==> src/rtl/interleaved_bitmap_pixel_generator_macros.svh <==
// -----------------------------------------------------------------------------
// Interleaved bitmap pixel generator - assertion macros
// Shared concurrent assertion forms, clocked on clk.
// -----------------------------------------------------------------------------
`ifndef INTERLEAVED_BITMAP_PIXEL_GENERATOR_MACROS_SVH
`define INTERLEAVED_BITMAP_PIXEL_GENERATOR_MACROS_SVH

// Checked only out of reset
`define IBPG_ASSERT(lbl, prop, msg) \
  lbl: assert property (@(posedge clk) disable iff (!rst_n) prop) else $error(msg);

// Checked at every edge, reset included
`define IBPG_ASSERT_ALWAYS(lbl, prop, msg) \
  lbl: assert property (@(posedge clk) prop) else $error(msg);

`endif

==> src/rtl/ibpg_pkg.sv <==
// -----------------------------------------------------------------------------
// ibpg_pkg
// Types, constants and helpers for the interleaved bitmap pixel generator.
// -----------------------------------------------------------------------------
package ibpg_pkg;

  localparam logic [7:0] LAST_LINE       = 8'd191;
  localparam logic [4:0] LAST_GROUP      = 5'd31;
  localparam logic [2:0] LAST_PIXEL      = 3'd7;
  localparam int         QUEUE_DEPTH_DEF = 2;

  typedef struct packed {
    logic [7:0] bitmap_byte;
    logic [7:0] attr_byte;
  } in_word_t;

  typedef struct packed {
    logic [7:0]  screen_x;
    logic [7:0]  screen_y;
    logic [23:0] pixel_rgb;
    logic        group_last;
    logic        frame_last;
    logic [12:0] next_bitmap_offset;
    logic [9:0]  next_attr_offset;
  } out_word_t;

  // One classified group, handed from front to back
  typedef struct packed {
    logic [7:0]  bits;
    logic [2:0]  ink;
    logic [2:0]  paper;
    logic [4:0]  col;
    logic [7:0]  row;
    logic        frame_end;
    logic [12:0] next_bmp;
    logic [9:0]  next_att;
  } desc_t;

  // Memory line to screen row: third, line within cell, cell row
  function automatic logic [7:0] row_of(input logic [7:0] line);
    row_of = {line[7:6], line[2:0], line[5:3]};
  endfunction

  function automatic logic [23:0] palette(input logic [2:0] idx);
    logic [23:0] rgb;
    unique case (idx)
      3'd0:    rgb = 24'h000000;
      3'd1:    rgb = 24'h0000FF;
      3'd2:    rgb = 24'hFF0000;
      3'd3:    rgb = 24'hFF00FF;
      3'd4:    rgb = 24'h00FF00;
      3'd5:    rgb = 24'h00FFFF;
      3'd6:    rgb = 24'hFFFF00;
      default: rgb = 24'hFFFFFF;
    endcase
    palette = rgb;
  endfunction

endpackage

==> src/rtl/ibpg_front.sv <==
// -----------------------------------------------------------------------------
// ibpg_front
// Accepts byte pairs, tracks the memory line and column, builds descriptors.
// -----------------------------------------------------------------------------
`include "interleaved_bitmap_pixel_generator_macros.svh"

module ibpg_front
  import ibpg_pkg::*;
(
  input  logic     clk,
  input  logic     rst_n,
  input  logic     in_valid,
  output logic     in_ready,
  input  in_word_t in_data,
  input  logic     q_full,
  output logic     q_push,
  output desc_t    q_desc
);

  logic [7:0] line_r, line_nxt;
  logic [4:0] col_r, col_nxt;
  logic [7:0] nrow;

  assign in_ready = !q_full;
  assign q_push   = in_valid && in_ready;

  always_comb begin
    col_nxt  = col_r + 5'd1;
    line_nxt = line_r;
    if (col_r == LAST_GROUP) begin
      line_nxt = (line_r == LAST_LINE) ? 8'd0 : line_r + 8'd1;
    end
    nrow = row_of(line_nxt);

    q_desc.bits      = in_data.bitmap_byte;
    q_desc.ink       = in_data.attr_byte[2:0];
    q_desc.paper     = in_data.attr_byte[5:3];
    q_desc.col       = col_r;
    q_desc.row       = row_of(line_r);
    q_desc.frame_end = (line_r == LAST_LINE) && (col_r == LAST_GROUP);
    q_desc.next_bmp  = {line_nxt, col_nxt};
    q_desc.next_att  = {nrow[7:3], col_nxt};
  end

  always_ff @(posedge clk) begin
    if (!rst_n) begin
      line_r <= 8'd0;
      col_r  <= 5'd0;
    end else if (q_push) begin
      line_r <= line_nxt;
      col_r  <= col_nxt;
    end
  end

  `IBPG_ASSERT(a_line_range, line_r <= LAST_LINE, "memory line out of range")
  `IBPG_ASSERT(a_wrap, q_push && q_desc.frame_end |=> line_r == 8'd0 && col_r == 5'd0,
               "counters did not wrap at frame end")

endmodule

==> src/rtl/ibpg_queue.sv <==
// -----------------------------------------------------------------------------
// ibpg_queue
// Short descriptor queue between front and back.
// -----------------------------------------------------------------------------
`include "interleaved_bitmap_pixel_generator_macros.svh"

module ibpg_queue
  import ibpg_pkg::*;
#(
  parameter int DEPTH = QUEUE_DEPTH_DEF
) (
  input  logic  clk,
  input  logic  rst_n,
  input  logic  push,
  input  desc_t push_desc,
  output logic  full,
  input  logic  pop,
  output logic  q_valid,
  output desc_t pop_desc
);

  localparam int AW = (DEPTH > 1) ? $clog2(DEPTH) : 1;
  localparam int CW = $clog2(DEPTH + 1);
  localparam logic [AW-1:0] PTR_LAST = AW'(DEPTH - 1);
  localparam logic [CW-1:0] CNT_FULL = CW'(DEPTH);

  desc_t         mem [DEPTH];
  logic [AW-1:0] wr_ptr_r, rd_ptr_r;
  logic [CW-1:0] count_r;

  assign full     = count_r == CNT_FULL;
  assign q_valid  = count_r != '0;
  assign pop_desc = mem[rd_ptr_r];

  always_ff @(posedge clk) begin
    if (push) begin
      mem[wr_ptr_r] <= push_desc;
    end
  end

  always_ff @(posedge clk) begin
    if (!rst_n) begin
      wr_ptr_r <= '0;
      rd_ptr_r <= '0;
      count_r  <= '0;
    end else begin
      if (push) begin
        wr_ptr_r <= (wr_ptr_r == PTR_LAST) ? '0 : wr_ptr_r + AW'(1);
      end
      if (pop) begin
        rd_ptr_r <= (rd_ptr_r == PTR_LAST) ? '0 : rd_ptr_r + AW'(1);
      end
      if (push && !pop) begin
        count_r <= count_r + CW'(1);
      end else if (pop && !push) begin
        count_r <= count_r - CW'(1);
      end
    end
  end

  `IBPG_ASSERT(a_no_overflow, !(push && full), "push into full queue")
  `IBPG_ASSERT(a_no_underflow, pop |-> count_r != '0, "pop from empty queue")

endmodule

==> src/rtl/ibpg_back.sv <==
// -----------------------------------------------------------------------------
// ibpg_back
// Serialises one descriptor into eight pixels through an output register.
// -----------------------------------------------------------------------------
`include "interleaved_bitmap_pixel_generator_macros.svh"

module ibpg_back
  import ibpg_pkg::*;
(
  input  logic      clk,
  input  logic      rst_n,
  input  logic      q_valid,
  input  desc_t     q_desc,
  output logic      q_pop,
  output logic      out_valid,
  input  logic      out_ready,
  output out_word_t out_data
);

  desc_t      cur_r;
  logic       active_r, active_nxt;
  logic [2:0] idx_r, idx_nxt;
  logic       out_valid_r;
  out_word_t  out_data_r, pix;
  logic       load, advance, bit_set;

  assign load    = !out_valid_r || out_ready;
  assign advance = load && active_r;
  assign q_pop   = q_valid && (!active_r || (advance && idx_r == LAST_PIXEL));

  always_comb begin
    bit_set            = cur_r.bits[LAST_PIXEL - idx_r];
    pix.screen_x       = {cur_r.col, idx_r};
    pix.screen_y       = cur_r.row;
    pix.pixel_rgb      = palette(bit_set ? cur_r.ink : cur_r.paper);
    pix.group_last     = idx_r == LAST_PIXEL;
    pix.frame_last     = (idx_r == LAST_PIXEL) && cur_r.frame_end;
    pix.next_bitmap_offset = cur_r.next_bmp;
    pix.next_attr_offset   = cur_r.next_att;

    active_nxt = active_r;
    idx_nxt    = idx_r;
    if (advance) begin
      idx_nxt = idx_r + 3'd1;
      if (idx_r == LAST_PIXEL) begin
        active_nxt = 1'b0;
      end
    end
    // refill from the queue when idle or as the last pixel leaves
    if (q_pop) begin
      active_nxt = 1'b1;
      idx_nxt    = 3'd0;
    end
  end

  always_ff @(posedge clk) begin
    if (q_pop) begin
      cur_r <= q_desc;
    end
    if (advance) begin
      out_data_r <= pix;
    end
  end

  always_ff @(posedge clk) begin
    if (!rst_n) begin
      active_r    <= 1'b0;
      idx_r       <= 3'd0;
      out_valid_r <= 1'b0;
    end else begin
      active_r <= active_nxt;
      idx_r    <= idx_nxt;
      if (load) begin
        out_valid_r <= active_r;
      end
    end
  end

  assign out_valid = out_valid_r;
  assign out_data  = out_data_r;

  `IBPG_ASSERT(a_pop_at_boundary, q_pop |-> !active_r || idx_r == LAST_PIXEL,
               "descriptor taken mid-group")
  `IBPG_ASSERT_ALWAYS(a_idle_reset, !rst_n |=> !out_valid_r && !active_r,
                      "back end not idle after reset")

endmodule

==> src/rtl/interleaved_bitmap_pixel_generator.sv <==
// Each accepted byte pair passes the descriptor queue and the descriptor
//   register of the pixel serialiser, which emits its eight pixels through the
//   output register, one pixel per cycle while out_ready is high and pairs wait.
// The descriptor queue lets up to QUEUE_DEPTH byte pairs be taken ahead.
// Reset (rst_n low, synchronous): line and column counters to zero, queue
//   and output emptied.
// -----------------------------------------------------------------------------
// interleaved_bitmap_pixel_generator
// Turns bitmap/attribute byte pairs into de-interleaved coloured pixels.
// -----------------------------------------------------------------------------
module interleaved_bitmap_pixel_generator
  import ibpg_pkg::*;
#(
  parameter int QUEUE_DEPTH = QUEUE_DEPTH_DEF
) (
  input  logic      clk,
  input  logic      rst_n,
  input  logic      in_valid,
  output logic      in_ready,
  input  in_word_t  in_data,
  output logic      out_valid,
  input  logic      out_ready,
  output out_word_t out_data
);

  logic  q_full, q_push, q_pop, q_valid;
  desc_t push_desc, pop_desc;

  ibpg_front u_front (
    .clk      (clk),
    .rst_n    (rst_n),
    .in_valid (in_valid),
    .in_ready (in_ready),
    .in_data  (in_data),
    .q_full   (q_full),
    .q_push   (q_push),
    .q_desc   (push_desc)
  );

  ibpg_queue #(
    .DEPTH (QUEUE_DEPTH)
  ) u_queue (
    .clk       (clk),
    .rst_n     (rst_n),
    .push      (q_push),
    .push_desc (push_desc),
    .full      (q_full),
    .pop       (q_pop),
    .q_valid   (q_valid),
    .pop_desc  (pop_desc)
  );

  ibpg_back u_back (
    .clk       (clk),
    .rst_n     (rst_n),
    .q_valid   (q_valid),
    .q_desc    (pop_desc),
    .q_pop     (q_pop),
    .out_valid (out_valid),
    .out_ready (out_ready),
    .out_data  (out_data)
  );

endmodule

==> config.mk <==
export PLATFORM = sky130hd
export DESIGN_NAME = interleaved_bitmap_pixel_generator
export DESIGN_NICKNAME = d
export VERILOG_FILES = /design/src/rtl/ibpg_pkg.sv /design/src/rtl/ibpg_front.sv /design/src/rtl/ibpg_queue.sv /design/src/rtl/ibpg_back.sv /design/src/rtl/interleaved_bitmap_pixel_generator.sv
export VERILOG_INCLUDE_DIRS = /design/src /design/src/rtl
export SDC_FILE = /design/constraint.sdc
export NUM_CORES = 1
export LEC_CHECK = 0
export ABC_AREA = 0
export ABC_CLOCK_PERIOD_IN_PS = 6700
export BUFFER_PORTS_ARGS = -buffer_cell sky130_fd_sc_hd__buf_2
export CORE_ASPECT_RATIO = 0.9
export CORE_MARGIN = 1
export CORE_UTILIZATION = 61
export CTS_CLUSTER_DIAMETER = 150
export CTS_CLUSTER_SIZE = 8
export DETAILED_ROUTE_END_ITERATION = 7
export MAX_ROUTING_LAYER = met4
export PLACE_DENSITY = 0.84
export SKIP_LAST_GASP = 1
export SLEW_MARGIN = 20
export SYNTH_ARGS = -nofsm -noshare
export SYNTH_HDL_FRONTEND = slang
export SYNTH_SLANG_ARGS = --single-unit
==> constraint.sdc <==
create_clock -name clk -period 6.7 [get_ports clk]
set_input_delay 0.335 -clock clk [delete_from_list [all_inputs] [get_ports clk]]
set_output_delay 0.335 -clock clk [all_outputs]
set_load 0.1 [all_outputs]
# ---- Word-level counts from Yosys, hierarchy flattened
# Memories as Yosys holds them, arrays and structs flattened. A register that Yosys moved wholly into a read port is not among the register bits.
# Index checks and enable logic that the tools add are counted.
dict set report op_classes {
  add_sub_neg 8
  bitwise 1
  n_eq_ne 10
  mux 15
  n_reduce_logical 22
  n_lt_le_gt_ge 1
}
# operator n
set ops {}
lappend ops {{$pmux 24 s7} 1}
lappend ops {{$mux 8} 2}
lappend ops {{$eq 3x3->1 const B} 4}
lappend ops {{$add 8x1->8 const B} 1}
lappend ops {{$eq 8x8->1 const B} 1}
lappend ops {{$logic_and 1x1->1} 8}
lappend ops {{$mux 1} 8}
lappend ops {{$reduce_bool 2->1} 4}
lappend ops {{$eq 3x2->1 const B} 2}
lappend ops {{$add 5x1->5 const B} 1}
lappend ops {{$eq 5x5->1 const B} 1}
lappend ops {{$logic_not 1->1} 5}
lappend ops {{$lt 3x4->1 const B} 1}
lappend ops {{$mux 2} 2}
lappend ops {{$add 3x1->3 const B} 1}
lappend ops {{$bmux 1 s3} 1}
lappend ops {{$eq 3x1->1 const B} 1}
lappend ops {{$logic_not 3->1} 1}
lappend ops {{$mux 3} 1}
lappend ops {{$sub 3x3->3 const A} 1}
lappend ops {{$add 1x1->1 const B} 2}
lappend ops {{$add 2x1->2 const B} 1}
lappend ops {{$eq 2x2->1 const B} 1}
lappend ops {{$logic_or 1x1->1} 2}
lappend ops {{4 further kinds} 4}
dict set report word_totals {
  mem_bits_rw 102
  inputBits 20
  ff_bits 87
  word_cells 73
  memories 1
}
# memory depth word_bits rd rd_ports_with_merged_regs write_ports line
set memory_table {}
lappend memory_table {u_queue.mem 2 51 1 1 1 ibpg_queue.sv:27} ;# desc_t mem [DEPTH];

# ---- Depth between registers and ports, before layout
# Gate-level depths: netlist (run 1).
dict set report depth {
  ltp_word 9
  mapped_depth 8
}

# ---- By module
# From an unflattened synthesis (run 1), not the netlist that was laid out.
dict set report unflattened {
  cells_unflattened 452
  area_unflattened_um2 8232.9
}
# module cells_per_inst area_each_um2 seq_area_each_um2 instances
set modules_own_cells {}
lappend modules_own_cells {ibpg_queue 181 3896.2 3163.0 1}
lappend modules_own_cells {ibpg_back 152 3359.5 2952.8 1}
lappend modules_own_cells {ibpg_front 119 977.2 260.2 1}

# ---- Worst setup path after synthesis (run 1)
# No wires, ideal clock.
dict set report synth_timing {
  path_type {register to register}
  from {register u_queue.count_r[0]}
  to {memory u_queue.mem[0][10] (netlist bit), enable pin}
  required_time_ns 6.261
  arrival_ns 3.051
  n_path_buf 1
  stages_incl_launch_ff 5
  setup_slack_ns 3.210
  path_cell_list {dfxtp_1 > nand2b_2 > nand2_1 > buf_2 > nor2_1}
}
dict set report synth_via {
  elab_chain_len 5
}
# item line
set synth_lines {}
lappend synth_lines {{start: declaration} ibpg_queue.sv:29} ;# logic [CW-1:0] count_r;
lappend synth_lines {{start signal: assignment} ibpg_queue.sv:54} ;# count_r <= count_r + CW'(1);
lappend synth_lines {{start signal: assignment} ibpg_queue.sv:56} ;# count_r <= count_r - CW'(1);
lappend synth_lines {{$eq 2x2->1} ibpg_queue.sv:31} ;# assign full = count_r == CNT_FULL;
lappend synth_lines {{$logic_not 1->1} ibpg_front.sv:24} ;# assign in_ready = !q_full;
lappend synth_lines {{via in_ready} interleaved_bitmap_pixel_generator.sv:19} ;# output logic in_ready,
lappend synth_lines {{$logic_and 1x1->1} ibpg_front.sv:25} ;# assign q_push = in_valid && in_ready;
lappend synth_lines {{$mux 1} ibpg_queue.sv:36} ;# if (push) begin
lappend synth_lines {{$mux 1 (not written as such)} ibpg_queue.sv:37} ;# mem[wr_ptr_r] <= push_desc;
lappend synth_lines {{end: declaration} ibpg_queue.sv:27}
# The timed path passes the listed nets, and every way through them passes these cells.

==> impl_metrics.tcl, run 1 <==
set metrics [dict create \
    crit_slowest_cell "inv_1" \
    relSlewSlack_pct 31.1 \
    die_w_um 113 \
    timing.final.max_slew_violations 0 \
    finalCritPeriodShare_pct 40.9 \
    cts.clk_slew.worst_paths_ps 60 \
    ctsHoldBuffers 0 \
    path_buf_inv 2 \
    port_buffers 84 \
    drc_errors 0 \
    first_global_vias 3092 \
    yosysSeqAreaShare_pct 76.5 \
    final_hold_viol_count 0 \
    drt_pass1_iterations 4 \
    die_area_um2 11500 \
    post-dp-hpwl_mm 6.43 \
    cts_buffers 17 \
    synth_seq_cells 179 \
    htreeDepth 4 \
    synth_top_family_by_area "multiplexers" \
    crit_family "buffers and inverters" \
    cp-end-kind "flop" \
    fin_nets 478 \
    rows 36 \
    synth_compound_gate_area_share_pct 2.28 \
    dieHeight_um 102 \
    postCtsSetupRepairBufs 0 \
    min_to "u_queue.mem[0][46]" \
    finClkSkew_ps 8.16 \
    synthArstFlopShare_pct 0 \
    r2r-end "u_back.cur_r[18]" \
    synth_fa_ha_area_share_pct 1.11 \
    crit_required_ps 6790 \
    yosys.area_share.simple_pct 5.07 \
    setup_violations 0 \
    cap_violations 0 \
    status "completed" \
    period_needed_ps 2740 \
    synthesis.area_um2 6740 \
    criticalPathCategory "reg2reg" \
    use_met1_pct 22.4 \
    synth_xor_area_share_pct 1.82 \
    syn_nets 411 \
    ys_types 41 \
    hold_path.class "in2reg" \
    fmax_ghz 0.365 \
    critPathMaxFanout 23 \
    reg2reg_depth 6 \
    track_usage_pct 19.1 \
    crit_path_max_incr_delay_ps 600 \
    hold_start "in_data[11]" \
    initial_core_util_pct 62.6 \
    clock-sinks 179 \
    grt.busiest_layer "met2" \
    io_pins 87 \
    antenna_left 0 \
    wl_mm 10.2 \
    synth.area.mux_share_pct 8.81 \
    cts_tree "yes" \
    avgSynthCellArea_um2 17.5 \
    crit_top_cell "ha_1" \
    syn_inst 385 \
    setup-tns-final_ps 0 \
    drive_gt1_share_pct 36.3 \
    vias 3315 \
    met2_usage_pct 31.1 \
    synth_edf_count 157 \
    antenna_found_initial 0 \
    r2r_setup_slack_ps 3960 \
    vias_per_cell 5.54 \
    ys.warnings.count 0 \
    cp-start-kind "flop" \
    clock_latency_ps 410 \
    n_antenna_cell 0 \
    clockRootBuffer "clkbuf_16" \
    grt_pass1_wl_mm 15.3 \
    drtIter0Drc 226 \
    grt_max_degree 44 \
    rsz0062_at_grt "no" \
    fp.coreArea_um2 10800 \
    post_drt_wl_per_cell_um 17.0 \
    area_delta_synth_final_pct 13.5 \
    r2r-start "u_back.idx_r[0]" \
    cts_resized 0 \
    synthFlopType "edfxtp_1" \
    overflow 0 \
    cts_max_path_buffers 2 \
    arrival_ps 2830 \
    tightest_slew_ps 1030 \
    met3_usage_pct 5.33 \
    worstPathCellList "ha_1, ha_1, a21oi_1, or2_2, inv_1, buf_4" \
    globalplace.congestion 0.841 \
    hold_path_depth 1 \
]
==> through the flow <==
step	std cells	worst slack [ps]	area (µm²)	util (%)	hold WS (ps)
5_1_grt	598	3820	7650	71.0	84.6
3_5_place_dp	566	3950	7110	66.0	405
6_report	598	3960	7650	71.0	107
4_1_cts	598	3930	7650	71.0	87.7
3_3_place_gp	565	4090	7080	65.8	402
2_1_floorplan	385	3210	6740	-	400
==> metal layers <==
| layer | part of all wire [%] | vias up |
|---|---|---|
| met4 | 1.3 | 0 |
| li1 | - | 1556 |
| met2 | 52 | 107 |
| met5 | 0 | - |
| met3 | 4.2 | 14 |
| met1 | 42 | 1638 |
==> placed cells by master, fill, tap and decap left out, drive strengths merged, types with 2 or more instances in the layout <==
cell type,instances
ha,6
a21oi,12
or2,2
clkinvlp,5
dfxtp,22
buf,87
inv,9
and3,5
clkbuf,18
or3,3
nor3,2
edfxtp,157
xnor2,6
clkinv,6
nand2,22
mux4,2
o21ai,7
xor2,8
nor2,11
nand2b,4
nand4,4
nand3,4
and2,4
mux2,46
==> sequential cells by signal, indices dropped and copies added, names as in the netlist <==
signal,flops
u_queue.mem,82
u_back.cur_r,41
u_back.out_data,34
u_front.line_r,8
u_front.col_r,5
u_back.idx_r,3
u_queue.count_r,2
u_back.active_r,1
u_back.out_valid,1
u_queue.rd_ptr_r,1
u_queue.wr_ptr_r,1
==> area by class of cell <==
| type | count | area [µm²] |
|---|---|---|
| Sequential cell | 179 | 5160 |
| Fill cell | 631 | 3120 |
| Multi-Input combinational cell | 160 | 1290 |
| Timing Repair Buffer | 87 | 463 |
| Clock buffer | 18 | 429 |
| Tap cell | 133 | 166 |
| Clock inverter | 14 | 111 |
| Inverter | 7 | 26.3 |
==> cells in the mapped netlist (4+ instances only) <==
cell type	count	share of area, %
edfxtp_1	157	70
mux2_2	43	7.2
buf_4	31	3.5
dfxtp_1	22	6.5
nand2_1	22	1.2
a21oi_1	12	0.89
nor2_1	11	0.61
xor2_1	8	1.0
ha_1	6	1.1
inv_1	6	0.33
o21ai_0	6	0.45
xnor2_1	6	0.78
and2_1	4	0.37
and3_1	4	0.37
buf_2	4	0.30
clkbuf_1	4	0.22
nand3_1	4	0.30
==> worst max path at each step <==
stage / slack [ps] / endpoint / cells after the start / startpoint
6_report: 3960 / u_back.cur_r[18] / 6 / u_back.idx_r[0]
5_1_grt: 3820 / u_back.cur_r[26] / 6 / u_back.idx_r[0]
4_1_cts: 3930 / u_back.cur_r[29] / 6 / u_back.idx_r[0]
3_5_place_dp: 3950 / u_back.cur_r[29] / 6 / u_back.idx_r[0]
3_3_place_gp: 4090 / u_back.cur_r[26] / 6 / u_back.idx_r[0]
2_1_floorplan: 3210 / u_queue.mem[0][10] / 4 / u_queue.count_r[0]
==> kinds of logic after synthesis <==
kind of cell / Yosys count
mux: 49
xor+xnor: 14
buf+inv: 46
compound gates: 26
flops: 179
fa+ha+maj: 6
simple gates: 65
Power of run 1 is not shown: default switching activity piles up to over one toggle a cycle in this logic, so the estimate is an artifact.
==> inputs of run 2 (changes only) <==
--- a/config.mk
+++ b/config.mk
@@ -7,16 +7,16 @@
 export NUM_CORES = 1
 export LEC_CHECK = 0
 export ABC_AREA = 0
-export ABC_CLOCK_PERIOD_IN_PS = 6700
+export ABC_CLOCK_PERIOD_IN_PS = 2500
 export BUFFER_PORTS_ARGS = -buffer_cell sky130_fd_sc_hd__buf_2
 export CORE_ASPECT_RATIO = 0.9
 export CORE_MARGIN = 1
-export CORE_UTILIZATION = 61
+export CORE_UTILIZATION = 51
 export CTS_CLUSTER_DIAMETER = 150
 export CTS_CLUSTER_SIZE = 8
 export DETAILED_ROUTE_END_ITERATION = 7
 export MAX_ROUTING_LAYER = met4
-export PLACE_DENSITY = 0.84
+export PLACE_DENSITY = 0.75
 export SKIP_LAST_GASP = 1
 export SLEW_MARGIN = 20
 export SYNTH_ARGS = -nofsm -noshare
==> constraint.sdc (replaced) <==
create_clock -name clk -period 2.5 [get_ports clk]
set_input_delay 0.125 -clock clk [delete_from_list [all_inputs] [get_ports clk]]
set_output_delay 0.125 -clock clk [all_outputs]
set_load 0.1 [all_outputs]
==> run 2 against run 1 <==
Net effect:
- clock-buffer cell count did not move
- largest cell class unchanged
- design area rose by 3.2%
- core utilization fell by 9.3 points
- worst setup slack got worse by 3700 ps
- die area rose by 19%
- fmax rose by 22%
==> impl_metrics.tcl, run 2 (same netlist as run 1, synthesis figures left out) <==
set metrics [dict create \
    status "completed" \
    fin_nets 496 \
    grt_pass1_wl_mm 17.0 \
    n_antenna_cell 0 \
    initial_core_util_pct 52.7 \
    port_buffers 84 \
    vias 3335 \
    clock_latency_ps 420 \
    min_to "u_front.line_r[6]" \
    cts.clk_slew.worst_paths_ps 60 \
    reg2reg_depth 7 \
    fmax_ghz 0.445 \
    period_needed_ps 2250 \
    post-dp-hpwl_mm 6.48 \
    cp-end-kind "flop" \
    cts_tree "yes" \
    fp.coreArea_um2 12800 \
    largest_reg_flops 82 \
    cts_buffers 17 \
    setup-tns-final_ps 0 \
    wl_mm 10.3 \
    worstPathCellList "ha_1, ha_1, a21oi_1, or2_2, ha_1, or3_1, a21oi_1" \
    critPathMaxFanout 5 \
    hold_path.class "in2reg" \
    timing.final.max_slew_violations 0 \
    vias_per_cell 5.17 \
    antenna_left 0 \
    crit_top_cell "ha_1" \
    crit_path_max_incr_delay_ps 460 \
    hold_path_depth 2 \
    crit_slowest_cell "dfxtp_1" \
    post_drt_wl_per_cell_um 16.0 \
    tightest_slew_ps 1110 \
    globalplace.congestion 0.763 \
    clockRootBuffer "clkbuf_16" \
    antenna_found_initial 0 \
    r2r-start "u_back.idx_r[0]" \
    ctsHoldBuffers 14 \
    cp-start-kind "flop" \
    clock-sinks 179 \
    area_delta_synth_final_pct 17.1 \
    hold_start "rst_n" \
    cts_resized 0 \
    rows 39 \
    layout_common_cells "edfxtp_1, buf_2, mux2_2, nand2_1, dfxtp_1" \
    path_buf_inv 0 \
    grt_max_degree 44 \
    post_dp_cell_area_um2 7190 \
    first_global_vias 3403 \
    crit_required_ps 2850 \
    htreeDepth 4 \
    drtIter0Drc 266 \
    overflow 0 \
    holdWs_ps 74.6 \
    layout_commonest_cell "edfxtp_1" \
    drt_pass1_iterations 5 \
    finClkSkew_ps 8.93 \
    regMostFlops "u_queue.mem" \
    rsz0062_at_grt "no" \
    finalCritPeriodShare_pct 89.9 \
    crit_family "adder cells" \
    die_area_um2 13700 \
    io_pins 87 \
    final_area_um2 7890 \
    arrival_ps 2600 \
    die_w_um 123 \
    track_usage_pct 17.5 \
    r2r-end "u_queue.count_r[1]" \
    setup_violations 0 \
    cts_max_path_buffers 2 \
    relSlewSlack_pct 25.8 \
    drc_errors 0 \
    post-route-util_pct 61.7 \
    cap_violations 0 \
    fillCellCount 903 \
    r2r_setup_slack_ps 250 \
    final_hold_viol_count 0 \
    postCtsSetupRepairBufs 0 \
    criticalPathCategory "reg2reg" \
    drive_gt1_share_pct 36.6 \
    dieHeight_um 111 \
]
[run 2: worst register-to-register path: stages (launching register included)]
cell and delay [ps]:
dfxtp_1 460, ha_1 220, ha_1 200, a21oi_1 130, or2_2 340, ha_1 320
or3_1 370, a21oi_1 130
[run 2: stage by stage]
step | instances | worst slack, ps
2_1_floorplan | 385 | 41.8
3_3_place_gp | 601 | 370
3_5_place_dp | 601 | 250
4_1_cts | 645 | 232
5_1_grt | 645 | 99.5
6_report | 645 | 252
[run 2: worst max-delay path by stage]
stage,end,cells past startpoint,from,slack [ps]
floorplan,u_queue.mem[1][10],2,u_queue.count_r[0],40
global placement,u_queue.count_r[1],7,u_back.idx_r[0],370
detailed placement,u_queue.count_r[1],7,u_back.idx_r[0],250
CTS,u_queue.count_r[1],7,u_back.idx_r[0],230
global route,u_queue.count_r[1],7,u_back.idx_r[0],100
finish,u_queue.count_r[1],7,u_back.idx_r[0],250
[run 2: routing by layer]
metal  vias to the layer above  GRT usage, %  wire (µm)
li1                       1586             -          -
met1                      1639          20.8       4400
met2                        98          28.1       5350
met3                        12          4.32        408
met4                         0          8.03        156
met5                         -             -          0
[run 2: area by class of cell]
type | instances | area, µm² | share of cell area (%)
flip-flops and latches | 179 | 5160 | 65.4
multi-input cells | 160 | 1290 | 16.4
repair buffers | 105 | 638 | 8.09
clock buffers | 18 | 429 | 5.44
well taps | 164 | 205 | 2.60
clock inverters | 12 | 134 | 1.70
inverters | 7 | 30.0 | 0.381
Power of run 2 is left out for the same reason.
